`config.mk`:
```
export PLATFORM = sky130hd
export DESIGN_NAME = cslr_ram
export DESIGN_NICKNAME = d
export VERILOG_FILES = /design/src/rtl/core/cslr_ram.sv
export SDC_FILE = /design/constraint.sdc
export NUM_CORES = 2
export LEC_CHECK = 0
export BUFFER_PORTS_ARGS = -buffer_cell sky130_fd_sc_hd__buf_2
export CORE_MARGIN = 5
export CORE_UTILIZATION = 40
export CTS_BUF_LIST = sky130_fd_sc_hd__clkbuf_16
export CTS_CLUSTER_DIAMETER = 50
export DETAILED_ROUTE_END_ITERATION = 7
export PLACE_DENSITY = 0.64
export SLEW_MARGIN = 20
export SYNTH_ARGS = -nofsm -noshare
export SYNTH_HDL_FRONTEND = slang
export SYNTH_SLANG_ARGS = --single-unit
```
`constraint.sdc`:
```
create_clock -name clk -period 2.3 [get_ports clk]
set_input_delay 0.345 -clock clk [delete_from_list [all_inputs] [get_ports clk]]
set_output_delay 0.345 -clock clk [all_outputs]
set_load 0.01 [all_outputs]
```
`src/rtl/core/cslr_ram.sv`:
```
// Generic single-write, single-read synchronous RAM with registered read data.
// Read data holds until the next read. No dependencies.
module cslr_ram #(
  parameter int WIDTH = 8,
  parameter int DEPTH = 256
) (
  input  logic                     clk,
  input  logic                     we,
  input  logic [$clog2(DEPTH)-1:0] waddr,
  input  logic [WIDTH-1:0]         wdata,
  input  logic                     re,
  input  logic [$clog2(DEPTH)-1:0] raddr,
  output logic [WIDTH-1:0]         rdata
);

  logic [WIDTH-1:0] mem [DEPTH];

  always_ff @(posedge clk) begin
    if (we) begin
      mem[waddr] <= wdata;
    end
    if (re) begin
      rdata <= mem[raddr];
    end
  end

endmodule

```
==> flow_summary.yaml <==
worst_setup_path:
  end_kind: "flop"
  cp_slowest_cell: "mux4_2"
  crit_required_ns: 2.89
  critical-path-top-delay-family: "multiplexers"
  cp.arrival_ns: 2.97
  reg2reg_slack_ns: -0.09
  r2r_start: "mem[66][2]"
  path_cells: "mux4_2 > mux4_2 > nor2b_1 > nor4_2 > buf_4 > nor4_2"
  r2r-end: "rdata[2]"
  cp_max_fo: 1
  cpPeakStageDelay_ns: 0.56
  worst_r2r_path_depth: 6
  start_kind: "flop"
  crit_type: "flop to flop"
  cp_num_buf_inv: 1
timing:
  hold_viol: 0
  drv_slew: 0
  timing.setup.tns_ns: -0.277
  setup_slack_ns: -0.0867
  setup_viol: 5
  period_minus_slack_ns: 2.39
  rsz0062_at_grt: "yes"
  worst_pin_slew_ns: 0.884
  max_freq_mhz: 419
  min_period_over_period: 1.04
  finClkSkew_ns: 0.0509
  whs_ns: 0.0539
  relSlewSlack: 0.411
clock_tree:
  cts_buffers: 204
  clock_latency_ns: 0.84
  clk_path_buf_depth: 3
  cts_tree: "yes"
  clock_sinks: 2056
  clk_pin_slew_worst_paths_ns: 0.06
  root_buffer: "clkbuf_16"
  h-tree-depth: 4
  post-cts-setup-buffers: 0
synth:
  synth-seq-area-share: 0.775
  synthArstFlopShare: 0
  yosys_warnings: 0
  synth_top_area_share: 0.775
  synth_edf_count: 2056
  synth-seq-cells: 2056
  synth_most_common_cell: "edfxtp_1"
  yosysTopAreaCell: "edfxtp_1"
  ys_top_cells_by_count: "edfxtp_1 (2,056), mux4_2 (454), nor2_1 (282)"
  syn-num-nets: 3760
  yosys-top-cells-area: "edfxtp_1 (78%), mux4_2 (13%), mux2i_1 (1.7%)"
  synth_cells: 3733
  synth.cell_area_um2: 79600
  synth-main-ff-cell: "edfxtp_1"
  synth.distinct_cells: 54
  syn_avg_cell_area_um2: 21.3
floorplan:
  die_x_um: 456
  start_util: 0.403
  fp-row-count: 163
  core-area_um2: 198000
  die_area_um2: 208000
  die_h_um: 456
  ioPinCount: 35
power:
  totalPowerFinal_mw: 79.0
  leakagePower_nw: 31.5
  peakVddDrop_mv: 0.841
  powerDensity_nw_per_um2: 821
grt:
  grt_usage: 0.197
  overflow: 0
  grt_pass1_wl_um: 301000
  grt_pass1_vias: 41918
  antenna_found_initial: 8
  grt_max_degree: 137
worst_hold_path:
  min_path_cells: 1
  hp-class: "input port to flop"
  min_from: "wdata[5]"
  holdPathEnd: "mem[127][5]"
route:
  wl_um: 207000
  via_count: 41662
  drtIter0Drc: 4808
  viasPerCell: 5.67
  drc: 0
  wl_per_cell_um: 28.2
  ant_nets: 0
  drt_first_pass_iters: 8
job:
  maxCapViolCount: 0
cells_and_area:
  final_util: 0.487
  nets: 4555
  postLayoutCellArea_um2: 96200
  area_growth_pct: 20.8
  final_cells: 7354
  drive_above_1_share: 0.349
place:
  numPortBuffers: 34
  dp_hpwl_um: 137000
  dpl_cell_area_um2: 89000
  post-place-ws_ns: -1.12
  dp_cells: 6958
  gp_congestion: 0.862
run_status:
  violations: "negative setup slack"
  outcome: "finished with violations"
where the power goes:
group	switching (mW)	internal, mW	leakage (nW)
Clock	14.4	18.6	3.47
Sequential	0.0613	41.3	18.5
Combinational	2.71	1.93	9.51
cells in the final DEF (no fill, tap or decap), drive strengths merged, types with 16 or more instances in the layout:
cell,count
edfxtp,2056
buf,813
mux4,456
nor2,282
clkbuf,207
mux2i,134
a22oi,133
clkinv,99
a21oi,96
inv,55
o221ai,47
nand3,34
nand2,33
nor2b,31
o22ai,28
nor4,27
nor3,22
bufinv,20
a211oi,16
worst max-delay path by stage:
| stage | startpoint | end | slack [ns] | depth (start not counted) |
|---|---|---|---|---|
| floorplan | raddr[0] | rdata[2] | -0.02 | 9 |
| global placement | raddr[0] | rdata[5] | -1.15 | 10 |
| detailed placement | raddr[0] | rdata[5] | -1.12 | 10 |
| CTS | mem[83][5] | rdata[5] | -0.11 | 8 |
| global route | mem[83][5] | rdata[5] | -0.16 | 8 |
| finish | mem[66][2] | rdata[2] | -0.09 | 6 |
repair_timing:
item                                   CTS  global route
endpoints found under the hold margin  140             0
setup endpoints to repair                8             8
gates resized for setup                 42            20
pin swaps                               16            14
cloned                                   0             0
hold buffers                             6             0
cell type report:
class,count,area [µm²]
Tap cell,2640,3300
Clock inverter,178,1640
Timing Repair Buffer,822,7530
Clock buffer,204,5100
Fill cell,15795,101000
Multi-Input combinational cell,1442,16900
Inverter,2,7.51
Sequential cell,2056,61700
Antenna cell,10,25.0
flip-flops by register name, summed over array words and instances (netlist names):
register / flops
mem: 2048
rdata: 8
kinds of logic (layout without fill, tap and decap cells):
family,Yosys count,in the layout,synth area share
AND/OR/NAND/NOR,466,466,0.0263
AO/OA/AOI/OAI,385,385,0.0342
flip-flops,2056,2056,0.775
buffers and inverters,235,1206,0.0183
other,0,10,0
multiplexers,591,591,0.146
worst reg2reg max path, delay by kind of cell (launching register included):
family	cells	cell delay (ns)
flops	1	0.38
mux	2	1.06
buf+inv	1	0.21
simple gates	3	0.49
per-layer routing:
layer  share of wire  GRT usage  wire length [µm]
met2            0.49      0.317            101000
met4           0.036     0.0668              7490
met5        0.000058          0                12
met1            0.40      0.270             82200
met3           0.082     0.0381             17000
Power figures use the tool's default switching activity.
