==> src/rtl/core/cslr_pkg.sv <==
// Package for the console scrollback line ring: sizes, request and key codes,
// ring index helpers and the structs passed between control and top level.
// No dependencies.
package cslr_pkg;

  localparam int NUM_LINES   = 512;
  localparam int LINE_LENGTH = 256;

  localparam int LINE_W = 9;
  localparam int COL_W  = 8;
  localparam int REQ_W  = 3;
  localparam int KEY_W  = 8;
  localparam int CHAR_ADDR_W = LINE_W + COL_W;
  localparam int CHAR_DEPTH  = NUM_LINES * LINE_LENGTH;
  localparam int META_W      = COL_W + 1;

  localparam logic [REQ_W-1:0] REQ_KEY         = 3'd0;
  localparam logic [REQ_W-1:0] REQ_SCROLL_UP   = 3'd1;
  localparam logic [REQ_W-1:0] REQ_SCROLL_DOWN = 3'd2;
  localparam logic [REQ_W-1:0] REQ_READ        = 3'd3;
  localparam logic [REQ_W-1:0] REQ_MARK_PROMPT = 3'd4;

  localparam logic [KEY_W-1:0] KEY_NEWLINE   = 8'd10;
  localparam logic [KEY_W-1:0] KEY_BACKSPACE = 8'd8;
  localparam logic [KEY_W-1:0] PRINT_LOW     = 8'd32;
  localparam logic [KEY_W-1:0] PRINT_HIGH    = 8'd126;

  localparam logic [LINE_W-1:0] LAST_LINE = LINE_W'(NUM_LINES - 1);
  localparam logic [COL_W-1:0]  LAST_COL  = COL_W'(LINE_LENGTH - 1);

  // Index registers as seen on the result ports.
  typedef struct packed {
    logic [LINE_W-1:0] write_line;
    logic [COL_W-1:0]  write_column;
    logic [LINE_W-1:0] first_line;
    logic [LINE_W-1:0] view_top;
  } idx_t;

  // Memory writes issued for one accepted request.
  typedef struct packed {
    logic                   char_we;
    logic [CHAR_ADDR_W-1:0] char_addr;
    logic [KEY_W-1:0]       char_data;
    logic                   meta_we;
    logic [LINE_W-1:0]      meta_addr;
    logic [META_W-1:0]      meta_data;
  } mem_cmd_t;

  function automatic logic [LINE_W-1:0] ring_next(input logic [LINE_W-1:0] i);
    ring_next = (i == LAST_LINE) ? '0 : i + LINE_W'(1);
  endfunction

  function automatic logic [LINE_W-1:0] ring_prev(input logic [LINE_W-1:0] i);
    ring_prev = (i == '0) ? LAST_LINE : i - LINE_W'(1);
  endfunction

endpackage

==> src/rtl/core/cslr_ctrl.sv <==
// Request decode and index registers of the scrollback ring.
// Issues memory writes per request; depends on cslr_pkg.
module cslr_ctrl (
  input  logic                        clk,
  input  logic                        rst,
  input  logic                        accept,
  input  logic [cslr_pkg::REQ_W-1:0]  req_type,
  input  logic [cslr_pkg::KEY_W-1:0]  key_byte,
  input  logic                        jump_to_end,
  input  logic [cslr_pkg::LINE_W-1:0] read_line,
  output cslr_pkg::idx_t              idx,
  output cslr_pkg::mem_cmd_t          cmd,
  output logic                        status_next
);
  import cslr_pkg::*;

  idx_t idx_next;
  logic prompt_cur;
  logic prompt_cur_next;
  logic printable;

  assign printable = (key_byte >= PRINT_LOW) && (key_byte <= PRINT_HIGH);

  always_comb begin
    idx_next        = idx;
    prompt_cur_next = prompt_cur;
    status_next     = 1'b1;
    cmd.char_we     = 1'b0;
    cmd.char_addr   = {idx.write_line, idx.write_column};
    cmd.char_data   = key_byte;
    cmd.meta_we     = 1'b0;
    cmd.meta_addr   = idx.write_line;
    cmd.meta_data   = {prompt_cur, idx.write_column};
    case (req_type)
      REQ_KEY: begin
        if (key_byte == KEY_NEWLINE) begin
          idx_next.write_line = ring_next(idx.write_line);
          if (idx_next.write_line == idx.first_line) begin
            idx_next.first_line = ring_next(idx.first_line);
            // push the view along when it sits on the new oldest line
            if (idx_next.first_line == idx.view_top) begin
              idx_next.view_top = ring_next(idx.view_top);
            end
          end
          idx_next.write_column = '0;
          prompt_cur_next       = 1'b0;
          cmd.meta_we           = 1'b1;
          cmd.meta_addr         = idx_next.write_line;
          cmd.meta_data         = '0;
          status_next           = 1'b0;
        end else if (key_byte == KEY_BACKSPACE) begin
          if (idx.write_column != '0) begin
            idx_next.write_column = idx.write_column - COL_W'(1);
            cmd.meta_we           = 1'b1;
            cmd.meta_data         = {prompt_cur, idx_next.write_column};
          end
          status_next = 1'b0;
        end else if (printable) begin
          if (idx.write_column < LAST_COL) begin
            idx_next.write_column = idx.write_column + COL_W'(1);
            cmd.char_we           = 1'b1;
            cmd.meta_we           = 1'b1;
            cmd.meta_data         = {prompt_cur, idx_next.write_column};
            status_next           = 1'b0;
          end
        end
      end
      REQ_SCROLL_UP: begin
        if (idx.view_top != idx.first_line) begin
          idx_next.view_top = jump_to_end ? idx.first_line : ring_prev(idx.view_top);
          status_next       = 1'b0;
        end
      end
      REQ_SCROLL_DOWN: begin
        if (idx.view_top != idx.write_line) begin
          idx_next.view_top = jump_to_end ? idx.write_line : ring_next(idx.view_top);
          status_next       = 1'b0;
        end
      end
      REQ_READ: begin
        status_next = !({1'b0, read_line} < (LINE_W+1)'(NUM_LINES));
      end
      REQ_MARK_PROMPT: begin
        prompt_cur_next = 1'b1;
        cmd.meta_we     = 1'b1;
        cmd.meta_data   = {1'b1, idx.write_column};
        status_next     = 1'b0;
      end
      default: begin
        status_next = 1'b1;
      end
    endcase
    if (!accept) begin
      cmd.char_we = 1'b0;
      cmd.meta_we = 1'b0;
    end
  end

  always_ff @(posedge clk) begin
    if (rst) begin
      idx        <= '0;
      prompt_cur <= 1'b0;
    end else if (accept) begin
      idx        <= idx_next;
      prompt_cur <= prompt_cur_next;
    end
  end

endmodule

==> config.mk <==
export PLATFORM = sky130hd
export DESIGN_NAME = cslr_ctrl
export DESIGN_NICKNAME = d
export VERILOG_FILES = /design/src/rtl/core/cslr_pkg.sv /design/src/rtl/core/cslr_ctrl.sv
export SDC_FILE = /design/constraint.sdc
export NUM_CORES = 1
export LEC_CHECK = 0
export ABC_AREA = 1
export BUFFER_PORTS_ARGS = -buffer_cell sky130_fd_sc_hd__buf_2
export CORE_MARGIN = 5
export CORE_UTILIZATION = 55
export CTS_BUF_LIST = sky130_fd_sc_hd__clkbuf_4
export DETAILED_ROUTE_END_ITERATION = 6
export PLACE_DENSITY = 0.83
export SLEW_MARGIN = 20
export SYNTH_ARGS = -nofsm -noshare
export SYNTH_HDL_FRONTEND = slang
export SYNTH_SLANG_ARGS = --single-unit
==> constraint.sdc <==
create_clock -name clk -period 5.5 [get_ports clk]
set_clock_uncertainty 0.15 [all_clocks]
set_input_delay 0.55 -clock clk [delete_from_list [all_inputs] [get_ports clk]]
set_output_delay 0.55 -clock clk [all_outputs]
set_load 0.05 [all_outputs]
==> results.md, run 1 <==
* Comb pwr share at between 30% and 40%
* Iter 0 DRT Violations at 456
* CP Launch Type: input pin
* Setup repair bufs after CTS at 0
* Die height at approximately 96 um
* Syn avg cell area at a little over 6 um2
* Filler cells at roughly 700
* Clock buffer depth at 2
* Drt pass-1 iters at 6
* Post-Route WL at 13400 um
* Ys async rst share at 0%
* Io pins at ~110
* Estimated wirelength of the detail-placed design at 10100 um
* Worst Hold Class: in2reg
* Via count at 4791
* Core region area at between 7000 and 8000 um2
* # setup viols final at 0
* Status: completed
* Input/output buffers at 95
* Largest net degree at the start of global routing at 32
* First-pass GRT wire length at 21200 um
* Max-capacitance violation count at 0
* Residual DRC count at 0
* H-tree levels at 2
* Relative slew slack at 35.1%
* Sequential-to-total area share from yosys stat at 17.9%
* Critical-path cell list: buf_2 -> nor2_2 -> nand4_1 -> nor2_2 -> inv_2 -> nor3_2 -> mux2_2 -> buf_2
* Final setup TNS at 0 ps
* Worst-path fanout max at 13
* N_diodes at 0
* Clock-pin transition on the worst setup and hold timing paths at roughly 130 ps
* Routed vias/inst at 5.91
* Worst Tran Pin Value at 973 ps
* Post-cts hold buffer count at 0
* Area growth syn-to-layout at 8.42%
* Final Critical Period at 3570 ps
* Layout Nets at 748
* Initial antenna violation count at 1
* Cts bufs inserted at 5
* Critical Path AT at 2870 ps
* Clock tree sinks at 36
* Post-synthesis instance total at 656
* Vias in the first global route at 4232
* Drt wl/cell at 16.6 um
* Mapped Nets at 693
* CTS tree: yes
* Worst VDD drop at approximately 79 uV
* Row cnt at 31
* Gr ovfl total at 0
* Sequential fraction of design power at 44.6%
* Leak pwr at 0.00214 uW
* Most common cell after layout, fill and taps aside: nand2_1
* GRT Total Usage at 29.4%
* Share of layout cells above drive strength 1 at between 20% and 30%
* Post-synth EDFFs at 0
* Sw power at 269 uW
* Fin crit share at 64.8%
* WS Path Type: in2out
* Final max-slew violation count at 0
* Root Driver: clkbuf_4
* Max incr delay on CP at 730 ps
* Clock network fraction of total power at 23.9%
* Total power at approximately 640 uW
* CP Capture Type: primary output
* Most frequent cells in the layout: 126 x nand2_1, 95 x buf_2, 65 x inv_1, 63 x nor2_1, 62 x nand3_1
* Internal power at 373 uW
* Most used DFF post-synth: dfxtp_1
* Sw Share at 41.9%
* Ys Warns at 0
* Die ar. at 9140 um2
* CP max-delay cell: nor3_2
* Worst skew pair latency at 360 ps
* WP data required at 4800 ps
* Achievable Freq at between 200 and 300 MHz
* RSZ-0062 raised after global routing: no
* P per Cell Area at around 150 nW/um2
* Routed Antenna Nets at 0
* Initial core utilization at between 50% and 60%
* Cell Area, Synth at 4030 um2
* Post-CTS sizing at 0
* Chip Width at 95.6 um
* Final-report hold violation count at 0
* Count of cell types in the netlist at 46
* #FFs+latches synth at 36
* Gp weighted congestion at around 1.0
==> metrics by stage <==
step           util (%)  cell area, um2  instances  hold slack [ps]  setup WS [ps]
3_5_place_dp       60.2            4320        803              308           1990
2_1_floorplan         -            4030        656              280           1840
4_1_cts            60.9            4370        810              259           1990
3_3_place_gp       60.2            4320        803              301           2040
5_1_grt            60.9            4370        810              273           1810
6_report           60.9            4370        810              270           1930
==> synthesized netlist by cell type, types with 3 or more instances <==
cell type	count	area, um2
a21oi_2	9	78.8
clkbuf_1	7	26.3
nor2_2	10	62.6
buf_4	25	188
a31oi_1	4	25.0
buf_2	13	65.1
o21a_1	3	22.5
nor3_2	3	30.0
nand2_1	126	473
nand4_1	14	87.6
o2111ai_1	3	26.3
inv_2	12	45.0
mux2i_1	4	40.0
a21oi_1	46	230
xor2_1	17	149
o21ai_0	43	215
ha_1	13	163
nor3_1	11	55.1
o21ai_1	6	30.0
nand2_2	9	56.3
nor2_1	63	236
xnor2_1	6	52.6
nand3_2	3	30.0
a211oi_1	6	45.0
nand3_1	62	310
dfxtp_1	36	721
inv_1	65	244
o22ai_1	13	81.3
==> flip-flops by register name, summed over array words and instances (netlist names) <==
name and count:
prompt_cur 1, idx 18, cmd 17
==> power groups by stage <==
stage	Sequential, uW	Clock, uW	Combinational (uW)
final	286	153	203
after global routing	287	165	221
after CTS	285	155	201
after detailed placement	291	0	200
after global placement	290	0	197
after floorplan	297	0	153
==> area by class of cell <==
type	count	area, um2	area share, %
clock buffer	5	37.5	0.859
tap	99	124	2.84
timing repair buffer	95	475	10.9
clock inverter	2	12.5	0.286
sequential	36	721	16.5
inverter	79	297	6.79
multi-input combinational	494	2700	61.8
==> cell families (layout without fill, tap and decap cells) <==
group | Yosys count | count (layout) | share of synthesized area [%]
flip-flops | 36 | 36 | 17.9
multiplexers | 5 | 5 | 1.27
XOR/XNOR | 23 | 23 | 5.00
adder cells (fa/ha/maj) | 13 | 13 | 4.04
AND/OR/NAND/NOR | 312 | 312 | 36.2
buffers and inverters | 126 | 181 | 15.1
AO/OA/AOI/OAI | 141 | 141 | 20.5
==> routing by layer <==
layer / track usage [%] / vias to the layer above / routed length [um]
met4: 11.5 / 2 / 371
li1: - / 2283 / -
met2: 46.0 / 304 / 6110
met5: 0 / - / 11
met1: 38.8 / 2163 / 5430
met3: 7.02 / 39 / 1520
==> worst paths after layout <==
path,from,end,slack (ps),depth (start not counted)
max,key_byte[6],cmd[17],1930,8
min,rst,prompt_cur$_SDFFE_PP0P_,270,2
max reg2reg,cmd[36]$_SDFFE_PP0P_,idx[9]$_SDFFE_PP0P_,2120,17
min reg2reg,prompt_cur$_SDFFE_PP0P_,prompt_cur$_SDFFE_PP0P_,320,2
==> worst max-delay path: cells and delay by family <==
family                 cells  cell delay (ps)
and+or+nand+nor            4             1380
buffers and inverters      3              520
muxes                      1              410
(Power assumes the default switching activity.)
==> run 2: changes to the inputs <==
clock period = 3.3 ns   (was 5.5 ns; I/O delays follow)
==> run 2 against run 1 <==
  * Critical path type is now reg2out
  * Highest routed layer unchanged
  * Worst setup slack lost 1700 ps
  * Critical path depth grew 4
  * Cell area grew 3.8%
==> results.md, run 2 (synthesized netlist as in run 1, its figures left out) <==
* Clock tree sinks at 36 (unchanged)
* Area growth syn-to-layout at 12.5%
* Achievable Freq at 321 MHz
* Largest net degree at the start of global routing at 32 (unchanged)
* Final worst-path setup slack at 189 ps (-1750 ps)
* Hold Path Stages at 2 (unchanged)
* Post-Route WL at 14600 um (+8.4%)
* Worst VDD drop at 158 uV (+100%)
* Most common cell after layout, fill and taps aside: nand2_1
* RSZ-0062 raised after global routing: no
* Multi-input gate area at 2710 um2 (+0.37%)
* Drt wl/cell at 17.6 um (+5.8%)
* Relative slew slack at 31.7% (-3.4 points)
* Cts bufs inserted at 5 (unchanged)
* Worst skew pair latency at 360 ps (about the same)
* Critical Path AT at 2630 ps (-240 ps)
* Worst-path fanout max at 8 (-5)
* Fin crit share at approximately 94%
* R2R Path Start: idx[10]$_SDFFE_PP0P_
* Clock buffer depth at 2 (unchanged)
* Die ar. at 9140 um2 (unchanged)
* Drt pass-1 iters at 5 (-1)
* Reg-to-reg endpoint: idx[4]$_SDFFE_PP0P_
* Routed Antenna Nets at 0 (unchanged)
* First-pass GRT wire length at 22400 um (+5.5%)
* Estimated wirelength of the detail-placed design at 10800 um (+7.5%)
* Worst r2r path cells at 20 (+3)
* Layout Nets at 768 (+2.7%)
* P per Cell Area at 239 nW/um2 (+63%)
* Final max-slew violation count at 0 (unchanged)
* Share of layout cells above drive strength 1 at 25.2% (+2.8 points)
* Most frequent cells in the layout: 125 x nand2_1, 94 x buf_2, 64 x inv_1, 62 x nand3_1, 62 x nor2_1
* Die height at 95.6 um (unchanged)
* Post-CTS sizing at 0 (unchanged)
* Chip Width at 95.6 um (unchanged)
* Setup repair bufs after CTS at 0 (unchanged)
* Residual DRC count at 0 (unchanged)
* Io pins at 105 (unchanged)
* Iter 0 DRT Violations at 381 (-16%)
* Leak pwr at 0.00225 uW (+5.4%)
* Routed vias/inst at 5.87 (-0.78%)
* Filler cells at 715 (+2.0%)
* Final-report hold violation count at 0 (unchanged)
* WS Path Type: reg2out
* Core region area at 7180 um2 (unchanged)
* Input/output buffers at 95 (unchanged)
* CP Capture Type: primary output
* Final setup TNS at 0 ps (unchanged)
* Largest register by flop count: idx
* Worst Tran Pin Value at 1020 ps (+50.8 ps)
* Via count at 4871 (+1.7%)
* Worst Hold Class: in2reg
* Post-cts hold buffer count at 0 (unchanged)
* Register area at 722 um2 (+0.17%)
* Setup WS pre-CTS at 242 ps (-1750 ps)
* Initial core utilization at 56.1% (unchanged)
* Max-capacitance violation count at 0 (unchanged)
* Max reg flops at 18 (unchanged)
* Gr ovfl total at 0 (unchanged)
* Finished Layout Cells at 830 (+2.5%)
* H-tree levels at 2 (unchanged)
* Gp weighted congestion at 1.01 (+0.96%)
* HP Start: rst
* Status: completed
* Clock-pin transition on the worst setup and hold timing paths at 120 ps (about the same)
* Root Driver: clkbuf_4
* Final Critical Period at 3110 ps
* Initial antenna violation count at 1 (unchanged)
* GRT Total Usage at 31.8% (+2.4 points)
* Hold Crit Endpoint: cmd[34]$_SDFFE_PP0P_
* CP Launch Type: flop
* WP data required at 2820 ps (-1980 ps)
* Dpl cells at 823 (+2.5%)
* R2R setup slack at 280 ps (-1840 ps)
* Row cnt at 31 (unchanged)
* Fin Hold WS at 52.5 ps (-217 ps)
* CTS tree: yes
* # setup viols final at 0 (unchanged)
* N_diodes at 0 (unchanged)
* Vias in the first global route at 4297 (+1.5%)
## run 2: area by class of cell
| type | count | area share [%] |
|---|---|---|
| well taps | 99 | 2.73 |
| flip-flops and latches | 36 | 15.9 |
| multi-input cells | 494 | 59.8 |
| repair buffers | 115 | 13.9 |
| clock buffers | 6 | 0.994 |
| clock inverters | 1 | 0.110 |
| inverters | 79 | 6.54 |
## run 2: critical path, stage by stage (launching register included)
cell and delay (ps):
dfxtp_1 470, ha_1 250, nand3_1 110, nor2_1 140, nand2_1 90, nor2_1 170, nand2_1 90, nand4_2 180
nand2_2 170, inv_1 110, nand2_1 80, o21ai_1 170, clkbuf_4 260
## run 2: report_power, final
| part | switching (uW) | total (uW) | internal (uW) |
|---|---|---|---|
| Sequential | 23.7 | 468 | 444 |
| Combinational | 254 | 358 | 104 |
| Clock | 170 | 257 | 87.0 |
## run 2: routing by layer
layer  global-route usage, %  up-vias  part of all wire (%)
met5                       0        -                 0.075
met2                    49.9      298                    46
met4                    11.4        2                   2.9
met1                    42.9     2204                    41
li1                        -     2323                     -
met3                    6.47       44                    10
## run 2: worst max-delay path by stage
| stage | depth (start not counted) | endpoint | start |
|---|---|---|---|
| 2_1_floorplan | 19 | idx[8]$_SDFFE_PP0P_ | cmd[36]$_SDFFE_PP0P_ |
| 3_3_place_gp | 20 | idx[4]$_SDFFE_PP0P_ | idx[10]$_SDFFE_PP0P_ |
| 3_5_place_dp | 20 | idx[1]$_SDFFE_PP0P_ | idx[10]$_SDFFE_PP0P_ |
| 4_1_cts | 12 | status_next | cmd[28]$_SDFFE_PP0P_ |
| 5_1_grt | 11 | cmd[18] | cmd[28]$_SDFFE_PP0P_ |
| 6_report | 12 | status_next | cmd[28]$_SDFFE_PP0P_ |
## run 2: per-stage QoR
stage	cell area, um2	power (uW)	utilization [%]
2_1_floorplan	4030	750	-
3_3_place_gp	4470	822	62.3
3_5_place_dp	4470	827	62.3
4_1_cts	4520	1080	63.0
5_1_grt	4530	1130	63.2
6_report	4530	1080	63.2
